### src/rtl/odo_pkg.sv
// shared constants, types and the arctangent table of the odometry block
package odo_pkg;

   localparam int DEFAULT_CORDIC_STEPS   = 24;
   localparam int DEFAULT_POSE_FRAC_BITS = 16;

   localparam int NUM_W   = 80;
   localparam int DEN_W   = 48;
   localparam int MUL_A_W = 64;
   localparam int MUL_B_W = 32;
   localparam int PROD_W  = MUL_A_W + MUL_B_W;
   localparam int CORD_W  = 34;
   localparam int ANG_W   = 32;
   localparam int TRACK_W = 20;
   localparam int ATAN_IDX_W = 5;

   localparam logic signed [ANG_W-1:0] PI_Q      = 32'sd843314857;
   localparam logic signed [ANG_W-1:0] TWO_PI_Q  = 32'sd1686629713;
   localparam logic signed [ANG_W-1:0] HALF_PI_Q = 32'sd421657428;
   localparam logic signed [CORD_W-1:0] GAIN_Q30 = 34'sd652032874;

   localparam logic [TRACK_W-1:0] TRACK_RESET = 20'd10420;
   localparam logic [MUL_B_W-1:0] USEC_PER_SEC = 32'd1000000;
   localparam logic [DEN_W-1:0]   DS_DIVISOR   = 48'd200;
   localparam logic [DEN_W-1:0]   DTH_SCALE    = 48'd100;
   localparam int DTH_SHIFT  = 44;
   localparam int ANGLE_FRAC = 28;

   typedef struct packed {
      logic busy;
      logic done;
   } unit_status_type;

   function automatic logic [ANG_W-1:0] atan_entry(input logic [ATAN_IDX_W-1:0] idx);
      logic [ANG_W-1:0] v;
      case (idx)
         5'd0:  v = 32'd210828714;
         5'd1:  v = 32'd124459457;
         5'd2:  v = 32'd65760959;
         5'd3:  v = 32'd33381290;
         5'd4:  v = 32'd16755422;
         5'd5:  v = 32'd8385879;
         5'd6:  v = 32'd4193963;
         5'd7:  v = 32'd2097109;
         5'd8:  v = 32'd1048571;
         5'd9:  v = 32'd524287;
         5'd10: v = 32'd262144;
         5'd11: v = 32'd131072;
         5'd12: v = 32'd65536;
         5'd13: v = 32'd32768;
         5'd14: v = 32'd16384;
         5'd15: v = 32'd8192;
         5'd16: v = 32'd4096;
         5'd17: v = 32'd2048;
         5'd18: v = 32'd1024;
         5'd19: v = 32'd512;
         5'd20: v = 32'd256;
         5'd21: v = 32'd128;
         5'd22: v = 32'd64;
         5'd23: v = 32'd32;
         5'd24: v = 32'd16;
         5'd25: v = 32'd8;
         5'd26: v = 32'd4;
         5'd27: v = 32'd2;
         5'd28: v = 32'd1;
         5'd29: v = 32'd1;
         default: v = 32'd0;
      endcase
      return v;
   endfunction

endpackage

### src/rtl/odo_cordic.sv
// iterative rotation cordic giving cosine and sine in q30
module odo_cordic #(
   parameter int CORDIC_STEPS = odo_pkg::DEFAULT_CORDIC_STEPS
) (
   input  logic                               clock,
   input  logic                               reset,
   input  logic                               start,
   input  logic signed [odo_pkg::ANG_W-1:0]   angle,
   output odo_pkg::unit_status_type           status,
   output logic signed [odo_pkg::CORD_W-1:0]  cos_out,
   output logic signed [odo_pkg::CORD_W-1:0]  sin_out
);
   import odo_pkg::*;

   localparam int STEP_W = $clog2(CORDIC_STEPS);

   logic                     busy_ff, busy_in, done_ff, done_in;
   logic [STEP_W-1:0]        cnt_ff, cnt_in;
   logic signed [CORD_W-1:0] x_ff, x_in, y_ff, y_in, xs, ys;
   logic signed [ANG_W-1:0]  z_ff, z_in, at;
   logic                     neg_ff, neg_in;

   always_comb begin
      xs      = x_ff >>> cnt_ff;
      ys      = y_ff >>> cnt_ff;
      at      = $signed(atan_entry(ATAN_IDX_W'(cnt_ff)));
      busy_in = busy_ff;
      done_in = 1'b0;
      cnt_in  = cnt_ff;
      x_in    = x_ff;
      y_in    = y_ff;
      z_in    = z_ff;
      neg_in  = neg_ff;
      if (start) begin
         x_in    = GAIN_Q30;
         y_in    = '0;
         cnt_in  = '0;
         busy_in = 1'b1;
         if (angle > HALF_PI_Q) begin
            z_in   = angle - PI_Q;
            neg_in = 1'b1;
         end else if (angle < -HALF_PI_Q) begin
            z_in   = angle + PI_Q;
            neg_in = 1'b1;
         end else begin
            z_in   = angle;
            neg_in = 1'b0;
         end
      end else if (busy_ff) begin
         if (z_ff >= 0) begin
            x_in = x_ff - ys;
            y_in = y_ff + xs;
            z_in = z_ff - at;
         end else begin
            x_in = x_ff + ys;
            y_in = y_ff - xs;
            z_in = z_ff + at;
         end
         cnt_in = cnt_ff + 1'b1;
         if (cnt_ff == STEP_W'(CORDIC_STEPS - 1)) begin
            busy_in = 1'b0;
            done_in = 1'b1;
         end
      end
   end

   always_ff @(posedge clock) begin
      if (reset) begin
         busy_ff <= 1'b0;
         done_ff <= 1'b0;
         cnt_ff  <= '0;
      end else begin
         busy_ff <= busy_in;
         done_ff <= done_in;
         cnt_ff  <= cnt_in;
      end
   end

   always_ff @(posedge clock) begin
      x_ff   <= x_in;
      y_ff   <= y_in;
      z_ff   <= z_in;
      neg_ff <= neg_in;
   end

   assign status.busy = busy_ff;
   assign status.done = done_ff;
   assign cos_out = neg_ff ? -x_ff : x_ff;
   assign sin_out = neg_ff ? -y_ff : y_ff;

endmodule

### config.mk
export PLATFORM = sky130hd
export DESIGN_NAME = odo_cordic
export DESIGN_NICKNAME = d
export VERILOG_FILES = /design/src/rtl/odo_pkg.sv /design/src/rtl/odo_cordic.sv
export SDC_FILE = /design/constraint.sdc
export NUM_CORES = 1
export LEC_CHECK = 0
export BUFFER_PORTS_ARGS = -buffer_cell sky130_fd_sc_hd__buf_2
export CORE_ASPECT_RATIO = 0.9
export CORE_MARGIN = 2
export CORE_UTILIZATION = 30
export CTS_BUF_LIST = sky130_fd_sc_hd__clkbuf_16
export CTS_CLUSTER_DIAMETER = 120
export DETAILED_ROUTE_END_ITERATION = 8
export RECOVER_POWER = 100
export SLEW_MARGIN = 20
export SYNTH_ARGS = -nofsm -noshare
export SYNTH_HDL_FRONTEND = slang
export SYNTH_SLANG_ARGS = --single-unit
### constraint.sdc
create_clock -name clock -period 5.3 [get_ports clock]
set_input_delay 0.53 -clock clock [delete_from_list [all_inputs] [get_ports clock]]
set_output_delay 0.53 -clock clock [all_outputs]
set_load 0.01 [all_outputs]
== Word level (Yosys, flattened, before mapping) ==
Memories as Yosys holds them, arrays and structs flattened. A register that Yosys moved wholly into a read port is not among the register bits.
Index checks and enable logic that the tools add are counted.

* Input port bits: 35
* Memory bits (read-only): 896
* Memory bits (writable): 0
* Bits in registers: 108
* Word-level logic and storage cells: 45
* Bits in latches: 0
* Memories: 1

{| class="wikitable"
|+ Memories
! name !! depth !! bits a word !! rd ports !! clocked after memory_dff !! write ports !! RTL line !! source
|-
| (no name shown) || 32 || 28 || 1 || 1 || 0 || odo_pkg.sv:36 || <nowiki>case (idx)</nowiki>
|}

* Shift-type cells: 2
* Bitwise gates (word level): 1
* Multiply operators: 0
* Multiplexer cells: 16
* Reduce and logical (&&, ||, !) cells: 3
* Add/sub/neg operators: 11
* $lt $le $gt $ge: 3
* Equality and inequality tests: 1
* Div/mod/pow operators: 0

{| class="wikitable"
|+ Operator list
! cell !! count
|-
| $mux 32 || 5
|-
| $mux 34 || 4
|-
| $add 34x34->34 || 2
|-
| $neg 34->34 || 2
|-
| $sshr 34x5->34 || 2
|-
| $sub 34x34->34 || 2
|-
| $add 32x31->32 const B || 1
|-
| $add 32x32->32 || 1
|-
| $ge 32x1->1 const B || 1
|-
| $gt 32x30->1 const B || 1
|-
| $lt 32x30->1 const B || 1
|-
| $sub 32x31->32 const B || 1
|-
| $sub 32x32->32 || 1
|-
| $mux 5 || 2
|-
| $add 5x1->5 const B || 1
|-
| $eq 5x5->1 const B || 1
|-
| $mux 1 || 5
|-
| $reduce_or 3->1 || 1
|-
| $reduce_bool 2->1 || 1
|-
| $reduce_or 2->1 || 1
|-
| $not 1->1 || 1
|}

== Depth between registers and ports, before layout ==
Gate-level depths: netlist (run 1).

* Depth after elaboration: 4
* Gate-level depth with buffers: 29
* Depth with buffers taken out: 24

== Worst setup path before layout (run 1) ==
Ideal clock, no wire load.

* Path type: register to register
* Start point: register cnt_ff[1]
* End point: register y_ff[33]
* Data required time: 5.172 ns
* Path buffers: 3
* Setup slack: -0.326 ns
* Clock period less this slack: 5.626 ns
* Stages on the path, launching flop included: 27
* Arrival time: 5.499 ns
* Cell sequence: dfxtp_1 buf_6 buf_8 buf_6 mux4_2 mux2_2 a22o_1 a221oi_2 nand3b_4 nor4_2 nand2_1 or3_1 nand2_1 xor2_1 ha_1 a21oi_1 o21ai_0 a211oi_1 o21ai_0 a21oi_1 o21ai_0 o21ai_0 o21ai_0 or3_1 a21oi_1 xnor2_1 nor2_1

* Word-level cells in the longest chain between the ends: 3

{| class="wikitable"
|+ Ends and longest elaborated chain
! element !! RTL line !! source
|-
| start, declared || odo_cordic.sv:18 || <nowiki>logic [STEP_W-1:0] cnt_ff, cnt_in;</nowiki>
|-
| start signal, assigned || odo_cordic.sv:75 || <nowiki>cnt_ff <= cnt_in;</nowiki>
|-
| $sshr 34x5->34 * || odo_cordic.sv:24 || <nowiki>xs = x_ff >>> cnt_ff;</nowiki>
|-
| $sub 34x34->34 / $add 34x34->34 (equally long branches) || odo_cordic.sv:56, odo_cordic.sv:52 ||
|-
| $mux 34 * || odo_cordic.sv:50 || <nowiki>if (z_ff >= 0) begin</nowiki>
|-
| end signal, assigned || odo_cordic.sv:81 || <nowiki>y_ff <= y_in;</nowiki>
|-
| end, declared || odo_cordic.sv:19 || <nowiki>logic signed [CORD_W-1:0] x_ff, x_in, y_ff, y_in, xs, ys;</nowiki>
|}

Every way passes the cells marked *; elsewhere a longest branch is shown, timed or not.
A chain may end at the register's enable or synchronous reset.

== Worst setup path after layout (run 1) ==
* Start point: register cnt_ff[1]
* End point: register x_ff[33]

* Word-level cells in the longest chain between the ends: 3

{| class="wikitable"
|+ Ends and longest elaborated chain
! element !! RTL line !! source
|-
| $sshr 34x5->34 * || odo_cordic.sv:25 || <nowiki>ys = y_ff >>> cnt_ff;</nowiki>
|-
| $add 34x34->34 / $sub 34x34->34 (equally long branches) || odo_cordic.sv:55, odo_cordic.sv:51 ||
|-
| $mux 34 * || odo_cordic.sv:50 ||
|-
| end signal, assigned || odo_cordic.sv:80 || <nowiki>x_ff <= x_in;</nowiki>
|-
| end, declared || odo_cordic.sv:19 ||
|}

Marks and branches as above.

==> results of run 1 <==
## logic make-up after synthesis
group | Yosys count
AND/OR/NAND/NOR | 799
AO/OA/AOI/OAI | 736
XOR/XNOR | 263
buffers and inverters | 255
multiplexers | 209
flip-flops | 136
adder cells (fa/ha/maj) | 116
## power by group
group	switching [uW]	total, uW	internal, uW
Sequential	429	1880	1450
Combinational	7710	15400	7700
Clock	569	1220	652
Total	8710	18500	9800
## worst paths after layout
check                           startpoint        to  depth (start not counted)
worst min register to register    y_ff[33]  y_ff[33]                          2
worst max register to register   cnt_ff[1]  x_ff[33]                         25
worst max-delay path             cnt_ff[1]  x_ff[33]                         25
worst min-delay path                 reset   busy_ff                          2
## flip-flops by register name, indices dropped and copies added, names as in the netlist
register and count:
x_ff 34, y_ff 34, z_ff 32, at 28
cnt_ff 5, busy_ff 1, done_ff 1, neg_ff 1
## placed cells by master (no fill, tap or decap), types with 53 or more instances in the layout
| cell type | synthesis | final |
|---|---|---|
| sky130_fd_sc_hd__a21oi_1 | 164 | 137 |
| sky130_fd_sc_hd__ha_1 | 113 | 107 |
| sky130_fd_sc_hd__mux4_2 | 70 | 70 |
| sky130_fd_sc_hd__dfxtp_1 | 103 | 97 |
| sky130_fd_sc_hd__xor2_1 | 96 | 93 |
| sky130_fd_sc_hd__nor2_1 | 216 | 205 |
| sky130_fd_sc_hd__xnor2_1 | 167 | 159 |
| sky130_fd_sc_hd__inv_1 | 55 | 53 |
| sky130_fd_sc_hd__o21ai_0 | 184 | 140 |
| sky130_fd_sc_hd__a21o_1 | 60 | 60 |
| sky130_fd_sc_hd__mux2i_1 | 101 | 95 |
| sky130_fd_sc_hd__buf_2 | 23 | 100 |
| sky130_fd_sc_hd__buf_4 | 13 | 628 |
| sky130_fd_sc_hd__nand2_1 | 280 | 267 |
## routing by layer
metal,part of all wire [%],up-vias
met2,44,806
met3,7.7,127
met4,3.1,0
li1,-,10500
met1,45,10440
met5,0,-
## cell type report
type / count / area [um^2] / area share (%)
multi-input cells: 2123 / 16410 / 60.27
repair buffers: 776 / 5883 / 21.61
flip-flops and latches: 136 / 3070 / 11.28
well taps: 855 / 1070 / 3.929
clock buffers: 17 / 425.4 / 1.562
inverters: 58 / 221.5 / 0.8134
clock inverters: 15 / 145.1 / 0.5331
diodes: 1 / 2.502 / 0.009191
## critical path, delay by kind of cell, from the launching register on
family	cells	cell delay, ps
AO/OA/AOI/OAI	7	1450
buffers and inverters	4	540
multiplexers	4	1230
adder cells (fa/ha/maj)	2	450
XOR/XNOR	1	170
flip-flops	1	410
AND/OR/NAND/NOR	7	1270
## what timing repair did
| action | 4_1_cts | 5_1_grt |
|---|---|---|
| buffers inserted | 12 | 44 |
| pin swaps | 25 | 104 |
| gates resized for setup | 62 | 196 |
| setup endpoints to repair | 26 | 36 |
| gates cloned | 0 | 1 |
## stage by stage
stage / cells / TNS (ps)
2_1_floorplan: 2514 / -3.398
4_1_cts: 3936 / -1679
6_report: 3981 / -1458
3_5_place_dp: 3892 / -6728
3_3_place_gp: 3892 / -5365
5_1_grt: 3980 / -5824
==> flow_summary.yaml, run 1 <==
critical_path:
  crit_path_start_kind: "register"
  cp_slowest_stage_delay_ps: 530
  cp_required_ps: 5680
  reg2reg_setup_slack_ps: -310
  timing_worst_setup_path_type: "register to register"
  critPathSlowestCell: "sky130_fd_sc_hd__mux4_2"
  crit_path_end_kind: "register"
  data_arrival_time_of_the_worst_path_ps: 5990
  crit_fanout: 4
placement:
  hpwl_um: 62040
  place_ws_ps: -537.6
  placed_area_mm2: 0.02517
  io_buffers: 104
  place_congestion: 0.9917
finish:
  share_of_post_route_cells_with_drive_strength_above_1_pct: 35.36
  area_delta_synth_final_pct: 38.67
  final_core_util_pct: 42.27
  finish.net_count: 3263
  fillerInstances: 6506
  design_area_mm2: 0.02723
timing:
  final.setup_skew_ps: 22.53
  report.final.hold_viol_count: 0
  worst_pin_slew_ps: 2017
  final.period_utilization_pct: 105.9
  setup-violations-final: 14
  pnr_worst_setup_slack_ps: -310.9
  period_minus_ws_final_ps: 5611
  whs_ps: 224.5
  relSlewSlack_pct: -34.47
  rsz0062_at_grt: "yes"
  max_clock_freq_mhz: 178.2
  drv_slew: 59
synth:
  async_flop_share_pct: 0
  yosys-top-cells-area: "sky130_fd_sc_hd__dfxtp_1, sky130_fd_sc_hd__mux4_2, sky130_fd_sc_hd__xnor2_1"
  ys_types: 94
  synthXorXnorAreaFrac_pct: 11.73
  synth_top_area_share_pct: 10.50
  synth-seq-area-share_pct: 15.55
  synth-compound-area-share_pct: 24.60
  synthesis.yosys.warnings: 0
  synth.avg_cell_area_um2: 7.810
  top_cells_by_count_synth: "sky130_fd_sc_hd__nand2_1, sky130_fd_sc_hd__nor2_1, sky130_fd_sc_hd__o21ai_0"
  ys.flop_type: "sky130_fd_sc_hd__dfxtp_1"
  synth.ff_latch_count: 136
  synthMostInstantiatedCell: "sky130_fd_sc_hd__nand2_1"
  combinational_family_with_the_most_area_after_synthesis: "compound AO/OA/AOI/OAI gates"
  synth_nets: 2665
  synth_edf_count: 33
  synth_top_area_cell: "sky130_fd_sc_hd__dfxtp_1"
  synthAdderAreaFrac_pct: 7.507
  synth_mux_area_share_pct: 15.36
  synth_cell_area_mm2: 0.01964
  synthesis.instances: 2514
  synth-simple-area-share_pct: 19.43
global_routing:
  grt_first_pass_wirelength_um: 118900
  grt_antenna_before_repair: 2
  first_global_vias: 20310
  grt_use_met3_pct: 4.350
  grt_peak_use_layer: "met2"
  leftover_overflow_at_the_end_of_global_routing: 0
  maximum_number_of_pins_on_one_net_before_global_route_repair: 84
  groute.layer.met2.usage_pct: 34.55
  gr-usage-met1_pct: 32.03
  groute.usage.overall_pct: 22.78
die:
  pin_count: 105
  rows: 88
  die_height_um: 246.7
  die_area_mm2: 0.06752
  die_width_um: 273.7
  initial_core_util_pct: 30.48
  core-area_mm2: 0.06441
cts:
  clock_sink_count: 136
  worst_skew_pair.late_latency_ps: 500
  cts-buffers-inserted: 17
  cts_buffer_depth: 2
  path_clk_slew_ps: 70
  hold_buffers: 0
  tritoncts: "built"
  clk_root_buffer_cell: "sky130_fd_sc_hd__clkbuf_16"
  htree_levels: 4
drt:
  vias: 21870
  first_iter_violations: 1968
  routed_length_per_placed_instance_um: 19.94
  avgViaCountPerCell: 5.494
  wirelength_um: 79370
  drtAntennaViolNets: 0
  drcViolationCount: 0
  drt_pre_antenna_iters: 7
job:
  cap_viol_max_count: 2
power_and_ir_drop:
  ir_worst_vdd_mv: 0.4034
  power.leakage_uw: 0.01165
  power_density_mw_per_mm2: 679.9
  total_power_uw: 18510
outcome:
  run_status: "finished with violations"
  violations: "max-capacitance violations, max-slew violations, negative setup slack"
hold_path:
  hp-class: "input pin to register"
(Power assumes the default switching activity.)
==> run 2: changes to the inputs <==
--- a/config.mk
+++ b/config.mk
@@ -5,6 +5,7 @@
 export SDC_FILE = /design/constraint.sdc
 export NUM_CORES = 1
 export LEC_CHECK = 0
+export ABC_AREA = 1
 export BUFFER_PORTS_ARGS = -buffer_cell sky130_fd_sc_hd__buf_2
 export CORE_ASPECT_RATIO = 0.9
 export CORE_MARGIN = 2
==> run 2 against run 1 <==
The flow finishes with violations (max-capacitance violations, max-slew violations). Flip-flop and latch count stayed put. Via count is 2.5% higher. Count of clock-buffer cells in the layout is 2 higher. Fmax is 13% higher. Sequential share of layout area is 2.9 points higher. Critical endpoint is now y_ff[33].
==> flow_summary.yaml, run 2 <==
timing:
  final.period_utilization_pct: 93.83
  relSlewSlack_pct: -56.13
  final.setup_skew_ps: 9.589
  whs_ps: 417.5
  period_minus_ws_final_ps: 4973
  report.final.hold_viol_count: 0
  max_clock_freq_mhz: 201.1
  final.setup.tns_ps: 0
  drv_slew: 81
  worst_pin_slew_ps: 2329
  pnr_worst_setup_slack_ps: 327.0
  setup-violations-final: 0
power_and_ir_drop:
  switching_power_total_uw: 5922
  seq_power_share_pct: 15.6
  power.share.clock_pct: 11.1
  ir_worst_vdd_mv: 0.2687
  power.leakage_uw: 0.01026
  combPwrFrac_pct: 73.3
  swShare_pct: 54.86
  power_density_mw_per_mm2: 498.9
  int_pwr_uw: 4873
drt:
  drtAntennaViolNets: 0
  drcViolationCount: 0
  wirelength_um: 72030
  routed_length_per_placed_instance_um: 16.89
  vias: 22420
  avgViaCountPerCell: 5.258
  first_iter_violations: 2316
  drt_pre_antenna_iters: 6
hold_path:
  hp-class: "input pin to register"
placement:
  hpwl_um: 56990
  place_ws_ps: 142.3
  io_buffers: 104
  place_congestion: 0.9534
cts:
  path_clk_slew_ps: 60
  worst_skew_pair.late_latency_ps: 490
  clk_root_buffer_cell: "sky130_fd_sc_hd__clkbuf_16"
  htree_levels: 4
  tritoncts: "built"
  hold_buffers: 0
  cts-buffers-inserted: 17
  cts_buffer_depth: 2
  clock_sink_count: 136
synth:
  yosys-top-cells-area: "sky130_fd_sc_hd__nand2_1, sky130_fd_sc_hd__nand3_1, sky130_fd_sc_hd__dfxtp_1"
  synth_cell_area_mm2: 0.01937
  async_flop_share_pct: 0
  synthMostInstantiatedCell: "sky130_fd_sc_hd__nand2_1"
  synth_edf_count: 33
  ys_types: 62
  top_cells_by_count_synth: "sky130_fd_sc_hd__nand2_1, sky130_fd_sc_hd__nand3_1, sky130_fd_sc_hd__inv_1"
  synth_top_area_cell: "sky130_fd_sc_hd__nand2_1"
  synth-seq-area-share_pct: 15.76
  synthesis.instances: 3337
  synthesis.yosys.warnings: 0
  ys.flop_type: "sky130_fd_sc_hd__dfxtp_1"
  synth.avg_cell_area_um2: 5.806
  synth.ff_latch_count: 136
  synth_nets: 3488
  synth_top_area_share_pct: 15.79
critical_path:
  critPathSlowestCell: "sky130_fd_sc_hd__dfxtp_4"
  crit_path_start_kind: "register"
  crit_path_end_kind: "register"
  data_arrival_time_of_the_worst_path_ps: 5410
  timing.critical_path.mode_cell: "sky130_fd_sc_hd__nand2_1"
  cp_slowest_stage_delay_ps: 460
  timing_worst_setup_path_type: "register to register"
  cp_required_ps: 5730
  crit_fanout: 17
die:
  initial_core_util_pct: 30.28
  rows: 88
  die_area_mm2: 0.06663
  core-area_mm2: 0.06397
  pin_count: 105
  die_height_um: 245.1
  die_width_um: 271.9
outcome:
  run_status: "finished with violations"
  violations: "max-capacitance violations, max-slew violations"
global_routing:
  maximum_number_of_pins_on_one_net_before_global_route_repair: 66
  grt_first_pass_wirelength_um: 111800
  grt_antenna_before_repair: 0
  leftover_overflow_at_the_end_of_global_routing: 0
  groute.usage.overall_pct: 21.05
  first_global_vias: 20260
finish:
  finish.net_count: 3547
  insertedDiodeCount: 0
  layout.cells.most_common: "sky130_fd_sc_hd__nand2_1"
  reg_top3: "x_ff: 34 flops, y_ff: 34 flops, z_ff: 32 flops"
  area_delta_synth_final_pct: 11.68
  final_core_util_pct: 33.82
  fillerInstances: 7228
  share_of_post_route_cells_with_drive_strength_above_1_pct: 6.424
  most-common-layout-cells: "sky130_fd_sc_hd__nand2_1, sky130_fd_sc_hd__nand3_1, sky130_fd_sc_hd__inv_1"
job:
  cap_viol_max_count: 2
## run 2: cell types whose count changed in the layout (fill, tap and decap cells not counted), moves of 70 or more
cell	delta
sky130_fd_sc_hd__mux2i_1	-93
sky130_fd_sc_hd__inv_1	+305
sky130_fd_sc_hd__xnor2_1	-103
sky130_fd_sc_hd__nand2_1	+546
sky130_fd_sc_hd__buf_4	-569
sky130_fd_sc_hd__mux4_2	-70
sky130_fd_sc_hd__nand3_1	+390
sky130_fd_sc_hd__nor2_1	+120
sky130_fd_sc_hd__a21oi_1	+116
sky130_fd_sc_hd__o21ai_0	+77
## run 2: power groups by stage
stage,Clock [uW],Combinational (uW),Sequential (uW)
4_1_cts,1250,7740,1680
2_1_floorplan,0,5750,1550
3_5_place_dp,0,7690,1700
5_1_grt,1270,8920,1710
3_3_place_gp,0,7660,1700
6_report,1200,7910,1680
## run 2: metrics by stage
stage	power [uW]	area, um^2	std cells
finish	10800	21640	4264
global route	11890	21640	4264
global placement	9361	20870	4221
detailed placement	9391	20870	4221
floorplan	7300	19370	3337
CTS	10660	21450	4253
## run 2: layer usage
metal,vias up,global-route usage (%),routed length [um]
met2,721,34.75,33310
met1,10240,27.88,32420
met5,-,0,0
met4,0,8.129,2356
li1,11350,-,-
met3,111,2.612,3938
## run 2: kinds of logic after synthesis
family | share of synthesized area [%]
AND/OR/NAND/NOR | 37.84
AO/OA/AOI/OAI | 19.39
buffers and inverters | 10.57
XOR/XNOR | 8.725
flip-flops | 15.76
adder cells (fa/ha/maj) | 7.608
multiplexers | 0.1033
## run 2: repair_timing
action / in CTS / in global routing
resized for setup: 0 / 46
setup endpoints to repair: 0 / 11
setup buffers: 0 / 9
## run 2: area by class of cell
cell class	count	area [um^2]	area share [%]
Inverter	370	1395	6.448
Timing Repair Buffer	180	1125	5.199
Clock buffer	19	475.5	2.197
Multi-Input combinational cell	2691	14410	66.59
Sequential cell	136	3062	14.15
Clock inverter	13	101.3	0.4684
Tap cell	855	1070	4.944
## run 2: worst paths after layout
| check | depth (start not counted) | start | endpoint | slack (ps) |
|---|---|---|---|---|
| max | 33 | cnt_ff[0] | y_ff[33] | 330 |
| min | 4 | reset | busy_ff | 420 |
| max reg2reg | 33 | cnt_ff[0] | y_ff[33] | 330 |
| min reg2reg | 2 | x_ff[2] | x_ff[2] | 590 |
## run 2: critical path: cells and delay by family (launching register included)
kind                     cells  cell delay (ps)
buffers and inverters        5              580
AO/OA/AOI/OAI                4              860
adder cells (fa/ha/maj)      2              500
XOR/XNOR                     1              130
AND/OR/NAND/NOR             21             2370
flip-flops                   1              460
